File: config.mk
export PLATFORM = sky130hd
export DESIGN_NAME = frr_ctrl
export DESIGN_NICKNAME = d
export VERILOG_FILES = /design/src/design/frr_pkg.sv /design/src/design/frr_ctrl.sv
export VERILOG_INCLUDE_DIRS = /design/src /design/src/design
export SDC_FILE = /design/constraint.sdc
export NUM_CORES = 1
export LEC_CHECK = 0
export ABC_AREA = 1
export BUFFER_PORTS_ARGS = -buffer_cell sky130_fd_sc_hd__clkbuf_2
export CAP_MARGIN = 10
export CORE_AREA = 2 2 185 187
export CTS_CLUSTER_SIZE = 14
export DETAILED_ROUTE_END_ITERATION = 10
export DIE_AREA = 0 0 187 189
export HOLD_SLACK_MARGIN = 0.05
export PLACE_DENSITY = 0.62
export SKIP_LAST_GASP = 1
export SYNTH_ARGS = -nofsm -noshare
export SYNTH_HDL_FRONTEND = slang
export SYNTH_SLANG_ARGS = --single-unit
File: constraint.sdc
create_clock -name clk -period 6.55 [get_ports clk]
set_clock_uncertainty 0.1 [all_clocks]
set_input_delay 1.31 -clock clk [delete_from_list [all_inputs] [get_ports clk]]
set_output_delay 1.31 -clock clk [all_outputs]
set_load 0.1 [all_outputs]
File: src/design/fpu_register_file_fr_remap_core_macros.svh
// Assertion macros shared by the register file remap block.
`ifndef FPU_REGISTER_FILE_FR_REMAP_CORE_MACROS_SVH
`define FPU_REGISTER_FILE_FR_REMAP_CORE_MACROS_SVH

// Same-cycle implication, disabled while reset is asserted.
`define FRR_ASSERT_IMP(lbl, clk, rst_n, ante, cons) \
  lbl: assert property (@(posedge clk) disable iff (!rst_n) (ante) |-> (cons)) \
    else $error("frr assertion failed");

// Next-cycle implication, disabled while reset is asserted.
`define FRR_ASSERT_NXT(lbl, clk, rst_n, ante, cons) \
  lbl: assert property (@(posedge clk) disable iff (!rst_n) (ante) |=> (cons)) \
    else $error("frr assertion failed");

`endif

File: src/design/frr_pkg.sv
// Package with types, codes and constants of the register file remap block.
`timescale 1ns / 1ps
`default_nettype none

package frr_pkg;

  localparam int unsigned WORDS      = 32;
  localparam int unsigned ADDR_W     = 5;
  localparam int unsigned WORD_W     = 64;
  localparam int unsigned HALF_W     = 32;
  localparam int unsigned SW_CNT_W   = 6;
  localparam logic [SW_CNT_W-1:0] SW_LAST = 6'd32;

  // Operation codes of the func field.
  localparam logic [2:0] FUNC_RD_S = 3'd0;
  localparam logic [2:0] FUNC_WR_S = 3'd1;
  localparam logic [2:0] FUNC_RD_D = 3'd2;
  localparam logic [2:0] FUNC_WR_D = 3'd3;
  localparam logic [2:0] FUNC_SET  = 3'd4;

  typedef struct packed {
    logic [2:0]        func;
    logic [ADDR_W-1:0] reg_index;
    logic [WORD_W-1:0] write_value;
    logic              new_fr;
  } frr_in_t;

  typedef struct packed {
    logic [WORD_W-1:0] read_value;
    logic              fr_now;
  } frr_out_t;

  // Memory request from the controller to both banks.
  typedef struct packed {
    logic              we;
    logic              wbank;
    logic [ADDR_W-1:0] waddr;
    logic [WORD_W-1:0] wdata;
    logic [ADDR_W-1:0] raddr_a;
    logic [ADDR_W-1:0] raddr_b;
  } frr_mem_req_t;

  // Registered read data of both banks.
  typedef struct packed {
    logic [WORD_W-1:0] a0;
    logic [WORD_W-1:0] b0;
    logic [WORD_W-1:0] a1;
    logic [WORD_W-1:0] b1;
  } frr_mem_rsp_t;

  typedef enum logic [1:0] {
    ST_IDLE,
    ST_EXEC,
    ST_SWITCH
  } frr_state_t;

endpackage

`default_nettype wire

File: src/design/frr_ctrl.sv
// Controller: access sequencing, mode switch walk and result register.
`timescale 1ns / 1ps
`default_nettype none

`include "fpu_register_file_fr_remap_core_macros.svh"

module frr_ctrl (
  input  wire logic                  clk,
  input  wire logic                  rst_n,
  input  wire logic                  start,
  input  wire frr_pkg::frr_in_t      in_item,
  output logic                       busy,
  output frr_pkg::frr_out_t          out_item,
  output logic                       out_valid,
  output frr_pkg::frr_mem_req_t      mem_req,
  input  wire frr_pkg::frr_mem_rsp_t mem_rsp
);

  frr_pkg::frr_state_t state_r, state_nxt;
  logic                          fr_r, fr_nxt;
  logic [frr_pkg::WORDS-1:0]     valid_r, valid_nxt;
  logic [frr_pkg::SW_CNT_W-1:0]  cnt_r, cnt_nxt;
  logic                          out_valid_r, out_valid_nxt;
  frr_pkg::frr_out_t             out_r, out_nxt;
  frr_pkg::frr_in_t              op_r, op_nxt;
  logic [frr_pkg::ADDR_W-1:0]    word_r, word_nxt;
  logic                          half_r, half_nxt;
  logic                          va_r, va_nxt;
  logic                          vb_r, vb_nxt;

  logic [frr_pkg::ADDR_W-1:0]    word_map;
  logic                          half_map;
  logic                          is_switch;
  logic [frr_pkg::SW_CNT_W-1:0]  wr_full;
  logic [frr_pkg::ADDR_W-1:0]    sw_rd_idx;
  logic [frr_pkg::ADDR_W-1:0]    sw_wr_idx;
  logic                          sw_half;
  logic [frr_pkg::WORD_W-1:0]    old_a;
  logic [frr_pkg::WORD_W-1:0]    old_b;
  logic [frr_pkg::WORD_W-1:0]    rv;
  logic                          in_switch;
  logic                          sw_done;
  logic                          res_due;

  // Register number to word and half under the current mode.
  always_comb begin
    word_map  = fr_r ? in_item.reg_index : {1'b0, in_item.reg_index[frr_pkg::ADDR_W-1:1]};
    half_map  = fr_r ? 1'b0 : in_item.reg_index[0];
    is_switch = (in_item.func == frr_pkg::FUNC_SET) && (in_item.new_fr != fr_r);
    sw_rd_idx = cnt_r[frr_pkg::ADDR_W-1:0];
    wr_full   = cnt_r - frr_pkg::SW_CNT_W'(1);
    sw_wr_idx = wr_full[frr_pkg::ADDR_W-1:0];
    sw_half   = op_r.new_fr ? sw_wr_idx[0] : sw_wr_idx[frr_pkg::ADDR_W-1];
    in_switch = (state_r == frr_pkg::ST_SWITCH);
    sw_done   = in_switch && (cnt_r == frr_pkg::SW_LAST);
    res_due   = (state_r == frr_pkg::ST_EXEC) || sw_done;
  end

  // Active bank data; never-written entries of bank 0 read as zero.
  always_comb begin
    old_a = va_r ? (fr_r ? mem_rsp.a1 : mem_rsp.a0) : '0;
    old_b = vb_r ? (fr_r ? mem_rsp.b1 : mem_rsp.b0) : '0;
  end

  // Next state, memory request and result.
  always_comb begin
    state_nxt     = state_r;
    fr_nxt        = fr_r;
    cnt_nxt       = cnt_r;
    out_valid_nxt = 1'b0;
    out_nxt       = out_r;
    op_nxt        = op_r;
    word_nxt      = word_r;
    half_nxt      = half_r;
    rv            = '0;

    mem_req.we      = 1'b0;
    mem_req.wbank   = fr_r;
    mem_req.waddr   = word_r;
    mem_req.wdata   = op_r.write_value;
    mem_req.raddr_a = word_map;
    mem_req.raddr_b = word_map;

    unique case (state_r)
      frr_pkg::ST_IDLE: begin
        if (start) begin
          op_nxt   = in_item;
          word_nxt = word_map;
          half_nxt = half_map;
          cnt_nxt  = '0;
          state_nxt = is_switch ? frr_pkg::ST_SWITCH : frr_pkg::ST_EXEC;
        end
      end
      frr_pkg::ST_EXEC: begin
        unique case (op_r.func)
          frr_pkg::FUNC_RD_S: begin
            rv = half_r ? {{frr_pkg::HALF_W{1'b0}}, old_a[frr_pkg::WORD_W-1:frr_pkg::HALF_W]}
                        : {{frr_pkg::HALF_W{1'b0}}, old_a[frr_pkg::HALF_W-1:0]};
          end
          frr_pkg::FUNC_WR_S: begin
            mem_req.we    = 1'b1;
            mem_req.wdata = half_r
              ? {op_r.write_value[frr_pkg::HALF_W-1:0], old_a[frr_pkg::HALF_W-1:0]}
              : {old_a[frr_pkg::WORD_W-1:frr_pkg::HALF_W],
                 op_r.write_value[frr_pkg::HALF_W-1:0]};
          end
          frr_pkg::FUNC_RD_D: begin
            rv = old_a;
          end
          frr_pkg::FUNC_WR_D: begin
            mem_req.we = 1'b1;
          end
          default: begin
          end
        endcase
        out_nxt.read_value = rv;
        out_nxt.fr_now     = fr_r;
        out_valid_nxt      = 1'b1;
        state_nxt          = frr_pkg::ST_IDLE;
      end
      frr_pkg::ST_SWITCH: begin
        // Read two old words of the active bank, write the permuted word to the other.
        if (op_r.new_fr) begin
          mem_req.raddr_a = {1'b0, sw_rd_idx[frr_pkg::ADDR_W-1:1]};
          mem_req.raddr_b = {1'b1, sw_rd_idx[frr_pkg::ADDR_W-1:1]};
        end else begin
          mem_req.raddr_a = {sw_rd_idx[frr_pkg::ADDR_W-2:0], 1'b0};
          mem_req.raddr_b = {sw_rd_idx[frr_pkg::ADDR_W-2:0], 1'b1};
        end
        mem_req.we    = (cnt_r != '0);
        mem_req.wbank = ~fr_r;
        mem_req.waddr = sw_wr_idx;
        mem_req.wdata = sw_half
          ? {old_b[frr_pkg::WORD_W-1:frr_pkg::HALF_W], old_a[frr_pkg::WORD_W-1:frr_pkg::HALF_W]}
          : {old_b[frr_pkg::HALF_W-1:0], old_a[frr_pkg::HALF_W-1:0]};
        cnt_nxt = cnt_r + frr_pkg::SW_CNT_W'(1);
        if (cnt_r == frr_pkg::SW_LAST) begin
          fr_nxt             = op_r.new_fr;
          out_nxt.read_value = '0;
          out_nxt.fr_now     = op_r.new_fr;
          out_valid_nxt      = 1'b1;
          state_nxt          = frr_pkg::ST_IDLE;
        end
      end
      default: begin
        state_nxt = frr_pkg::ST_IDLE;
      end
    endcase
  end

  // Validity of the addresses being read, and written entries of bank 0.
  always_comb begin
    va_nxt    = fr_r | valid_r[mem_req.raddr_a];
    vb_nxt    = fr_r | valid_r[mem_req.raddr_b];
    valid_nxt = valid_r;
    if (mem_req.we && !mem_req.wbank) begin
      valid_nxt[mem_req.waddr] = 1'b1;
    end
  end

  // Control registers.
  always_ff @(posedge clk) begin
    if (!rst_n) begin
      state_r     <= frr_pkg::ST_IDLE;
      fr_r        <= 1'b0;
      valid_r     <= '0;
      cnt_r       <= '0;
      out_valid_r <= 1'b0;
    end else begin
      state_r     <= state_nxt;
      fr_r        <= fr_nxt;
      valid_r     <= valid_nxt;
      cnt_r       <= cnt_nxt;
      out_valid_r <= out_valid_nxt;
    end
  end

  // Payload registers.
  always_ff @(posedge clk) begin
    out_r  <= out_nxt;
    op_r   <= op_nxt;
    word_r <= word_nxt;
    half_r <= half_nxt;
    va_r   <= va_nxt;
    vb_r   <= vb_nxt;
  end

  assign busy      = (state_r != frr_pkg::ST_IDLE);
  assign out_item  = out_r;
  assign out_valid = out_valid_r;

  // A result only follows an access or the end of a mode switch.
  `FRR_ASSERT_IMP(a_out_source, clk, rst_n, out_valid_r, $past(res_due))
  // The switch walk never writes the bank it is reading.
  `FRR_ASSERT_IMP(a_switch_bank, clk, rst_n, in_switch && mem_req.we, mem_req.wbank != fr_r)
  // An accepted transaction always makes the block busy.
  `FRR_ASSERT_NXT(a_accept_busy, clk, rst_n, !busy && start, busy)
  // The mode only changes at the end of a switch walk.
  `FRR_ASSERT_NXT(a_mode_stable, clk, rst_n, !sw_done, $stable(fr_r))

endmodule

`default_nettype wire

* After elaboration in Yosys (flattened, before gate mapping)
Index checks and enable logic that the tools add are counted.
** Word-level totals
- Input port bits :: 332
- Memory bits (read-only) :: 0
- Memories kept :: 0
- Register bits :: 183
- Latch bits :: 0
- RAM bits :: 0
- Output and inout bits :: 148
- Logic and storage cells :: 83
** Cells by class
- Div/mod/pow operators :: 0
- Multiply operators :: 0
- Multiplexer cells :: 33
- $add $sub $neg :: 2
- Shift operators :: 0
- $lt $le $gt $ge :: 4
- Equal/unequal tests :: 10
- Reductions and logical operators :: 16
- Bitwise logic cells :: 4
** Operator list (number)
- $mux 64 :: 7
- $pmux 64 s2 :: 2
- $pmux 65 s2 :: 1
- $mux 65 :: 1
- $mux 32 :: 1
- $or 32x32->32 :: 1
- $mux 10 :: 2
- $lt 5x6->1 const B :: 3
- $mux 6 :: 2
- $pmux 6 s2 :: 1
- $bmux 1 s5 :: 2
- $reduce_and 2->1 :: 5
- $add 6x1->6 const B :: 1
- $eq 3x2->1 const B :: 2
- $eq 6x6->1 const B :: 1
- $mux 1 :: 6
- $mux 2 :: 3
- $reduce_bool 2->1 :: 3
- $reduce_bool 6->1 :: 1
- $demux 1 s5 :: 1
- $ge 5x1->1 const B :: 1
- $mux 5 :: 1
- $sub 5x1->5 const B :: 1
- $pmux 1 s2 :: 2
- 15 further kinds :: 18

* Longest topological paths before layout
- Word-level depth :: 7
- Depth in mapped cells :: 14

* Least setup slack after synthesis
OpenSTA, ideal clock, no wires.
- Kind :: register -> register
- From :: register state_r[0]
- To :: register out_r (netlist bit out_item[0]) (enable)
- Required time :: 5.872 ns
- Buffers on the path :: 4
- Arrival time :: 5.827 ns
- Cell stages (with the launch flop) :: 8
- Period minus slack after synthesis :: 6.505 ns
- Setup slack :: 0.045 ns
- Setup time :: 0.578 ns
- Path through :: dfxtp_1 inv_1 ha_1 buf_6 buf_6 buf_2 buf_1 o21ai_0
** On the way
- Word-level cells in the longest chain between the ends :: 3
** Ends and longest elaborated chain
- from (decl) :: RTL line frr_ctrl.sv:19 : frr_pkg::frr_state_t state_r, state_nxt;
- from (signal assigned) :: RTL line frr_ctrl.sv:164 : state_r <= frr_pkg::ST_IDLE;
- from (signal assigned) :: RTL line frr_ctrl.sv:170 : state_r <= state_nxt;
- $eq 2x2->1 / $eq 2x1->1 (equally long branches) :: RTL line frr_ctrl.sv:84 : unique case (state_r)
- $ne 2x1->1 (no line) / $reduce_bool 2->1 (equally long branches)
- $reduce_and 2->1 (no line) (*)
- to (signal assigned) :: RTL line frr_ctrl.sv:180 : out_r <= out_nxt;
- to (decl) :: RTL line frr_ctrl.sv:24 : frr_pkg::frr_out_t out_r, out_nxt;
Mark *: on every way between the ends. The rest lies on a longest branch, timed or not.
A chain may end at the register's enable or synchronous reset.

==> flow_summary_export.csv <==
group,metric,value,unit
placement,gp_congestion,0.9322,
critical_path,crit_path_max_fanout,95,
clocking,clock_path_buffers,2,
clocking,post_cts_buffers,0,
logic_synthesis,synth.distinct_cells,42,
floorplan,die_y,189,µm
routing,wl,55550,µm
clocking,post_cts_resized,0,
timing,setup_viol_count_final,0,
placement,dp_cells,2541,
timing,hold_viol,0,
grt,grt-busiest-layer,"met2",
floorplan,core,33280,µm²
grt,first_global_vias,13318,
layout,ff_latch_area,5059,µm²
power_and_ir_drop,p_seq_share,34.2,%
hold_path,min_from,"valid_r[0]$_SDFFE_PN0P_",
grt,grt_use_met2,49.77,%
layout,area_growth,24.81,%
placement,hpwl,41350,µm
layout,mostFrequentLayoutCells,"clkbuf_2, nand2_1, nand3_1, nor2_1, edfxtp_1",
routing,first_pass_iters,6,
routing,drt_iter0_markers,1226,
routing,routed-via-count,13972,
grt,grt_use_met1,41.32,%
grt,grt_pass1_wl,82380,µm
job,drv_cap,0,
clocking,tritoncts,"built",
timing,finalMaxSlewViolations,0,
logic_synthesis,ys_warn_count,0,
clocking,cts_hold_buf,0,
power_and_ir_drop,netSwitchingFraction,46.81,%
layout,layout_commonest_cell,"clkbuf_2",
critical_path,ff2ff_setup_slack,2.71,ns
grt,grt_max_degree,96,
logic_synthesis,syn_nets,2061,
timing,worstMarginPinSlew,1.218,ns
timing,slew_headroom,18.80,%
clocking,clock_latency,0.45,ns
critical_path,crit_arrival,4.00,ns
timing,max_freq,184.8,MHz
logic_synthesis,synth.avg_cell_area,7.218,µm²
logic_synthesis,synth_cells,1723,
layout,design_area,15520,µm²
floorplan,dieArea,35340,µm²
critical_path,cp-end-kind,"output pin",
floorplan,rows,67,
placement,place_area,14960,µm²
timing,rsz0062_at_grt,"false",
layout,final_nets,2450,
critical_path,cp_top_family,"compound AO/OA/AOI/OAI gates",
grt,grtUsageMet3,6.562,%
timing,period_needed,5.412,ns
timing,tns,0,ns
floorplan,io_pins,480,
power_and_ir_drop,clkPwrFrac,25.7,%
critical_path,path_cells,"inv_4 -> o21ai_0 -> o21ai_0 -> a31oi_1 -> a21oi_1 -> clkbuf_2",
routing,ant_nets,0,
grt,antenna_found_initial,3,
critical_path,crit_path_top_delay_cell,"inv_4",
clocking,cts_sinks,183,
layout,fill_cells,3421,
critical_path,worst_setup_path_start_kind,"flip-flop",
placement,port_buffers,479,
critical_path,crit_buf_inv,2,
critical_path,timing.rr.start,"state_r[1]$_SDFFE_PN0P_",
grt,overflow,0,
logic_synthesis,ys_seq_elements,183,
power_and_ir_drop,peakVddDrop,169.5,µV
floorplan,start_util,37.37,%
power_and_ir_drop,leakagePower,0.007017,µW
power_and_ir_drop,intPower,2129,µW
critical_path,startpoint,"fr_r$_SDFFE_PN0P_",
power_and_ir_drop,pwr-share-comb,40.1,%
grt,grt.total_usage,30.72,%
clocking,clk_pin_slew,0.08,ns
layout,multiInputGateArea,6309,µm²
floorplan,die_x,187,µm
critical_path,cp_common_cell,"o21ai_0",
layout,layout-drive-gt1-share,31.25,%
routing,drcViolationCount,0,
logic_synthesis,ys_seq_area_share,40.64,%
layout,stdcell_count,2576,
power_and_ir_drop,power_density,257.8,nW/µm²
clocking,root_buffer,"clkbuf_16",
clocking,htreeDepth,4,
routing,drt-vias-per-instance,5.424,
run_status,status,"completed",
timing,finalCritPeriodShare,82.62,%
layout,postLayoutCoreUtil,46.64,%
hold_path,min_path_type,"flip-flop to flip-flop",
power_and_ir_drop,p_sw,1873,µW
clocking,cts_buffers,17,
routing,routedWlPerCell,21.56,µm
critical_path,path_class,"flip-flop to output pin",
critical_path,slowest_delay,0.74,ns
logic_synthesis,synth_area,12440,µm²
critical_path,required,5.14,ns
-- per-layer routing --
metal	vias to the layer above	routed length (µm)
met4	0	1297
met2	730	25750
met1	6546	23410
met5	-	0
met3	75	5098
li1	6621	-
-- state kept, by name, indices dropped and copies added, names as in the netlist, 2 cells and up --
name and cells:
op_r 68, state_r 2, word_r 5, out_item 65, valid_r 32, cnt_r 6
-- cell usage after synthesis, drive strengths merged --
| cell type | n | area share (%) |
|---|---|---|
| a211oi | 1 | 0.060 |
| a21oi | 126 | 5.2 |
| a22oi | 25 | 1.5 |
| a31oi | 64 | 3.2 |
| and3 | 1 | 0.050 |
| buf | 70 | 3.4 |
| clkbuf | 55 | 1.7 |
| dfxtp | 44 | 7.1 |
| edfxtp | 139 | 34 |
| ha | 6 | 0.60 |
| inv | 131 | 4.0 |
| nand2 | 364 | 11 |
| nand3 | 255 | 10 |
| nand4 | 6 | 0.30 |
| nor2 | 213 | 6.6 |
| nor3 | 41 | 2.1 |
| nor4 | 1 | 0.050 |
| o211ai | 22 | 1.3 |
| o21a | 1 | 0.060 |
| o21ai | 64 | 2.8 |
| o221ai | 1 | 0.12 |
| o22ai | 1 | 0.050 |
| or2 | 89 | 4.5 |
| xor2 | 3 | 0.27 |
-- layout make-up --
cell class                      count  area share (%)
Multi-Input combinational cell   1284           40.64
Antenna cell                        3         0.04836
Inverter                          131           3.192
Sequential cell                   183           32.59
Clock buffer                       19           2.853
Tap cell                          448           3.611
Timing Repair Buffer              495           16.35
Clock inverter                     13          0.7174
-- per-stage QoR --
step / hold slack (ns) / total power (µW) / setup WS, ns
6_report: 0.3856 / 4002 / 1.138
3_5_place_dp: 0.3727 / 2991 / 1.588
5_1_grt: 0.4036 / 4136 / 0.8962
3_3_place_gp: 0.3663 / 2985 / 1.594
4_1_cts: 0.3839 / 4000 / 1.099
2_1_floorplan: 0.3555 / 2588 / 0.04498
-- worst min-delay path, cell delays in order (launching register included) --
cell and delay, ns:
dfxtp_1 0.30, inv_1 0.07, a21oi_1 0.06
-- power by group through the flow --
| stage | sequential [µW] | clock [µW] | combinational [µW] |
|---|---|---|---|
| detailed placement | 1390 | 0 | 1600 |
| floorplan | 1620 | 0 | 972 |
| global placement | 1390 | 0 | 1590 |
| global route | 1380 | 1090 | 1670 |
| CTS | 1370 | 1030 | 1600 |
| finish | 1370 | 1030 | 1600 |
-- final timing paths --
check	to	depth (start not counted)
setup / recovery	mem_req[73]	6
hold / removal	valid_r[0]$_SDFFE_PN0P_	2
setup reg to reg	out_item[58]$_SDFFCE_PP0P_	6
hold reg to reg	valid_r[0]$_SDFFE_PN0P_	2
-- kinds of logic (layout without fill, tap and decap cells) --
| family | count (synthesis) | count (layout) | share of synthesized area [%] |
|---|---|---|---|
| other | 0 | 3 | 0 |
| xor gates and xnor gates | 3 | 3 | 0.2717 |
| and+or+nand+nor | 970 | 970 | 35.14 |
| adders and majority gates | 6 | 6 | 0.6036 |
| AOI/OAI and AO/OA | 305 | 305 | 14.36 |
| buffers and inverters | 256 | 658 | 8.984 |
| DFF | 183 | 183 | 40.64 |
No activity file was read; power rests on OpenSTA's default activity.
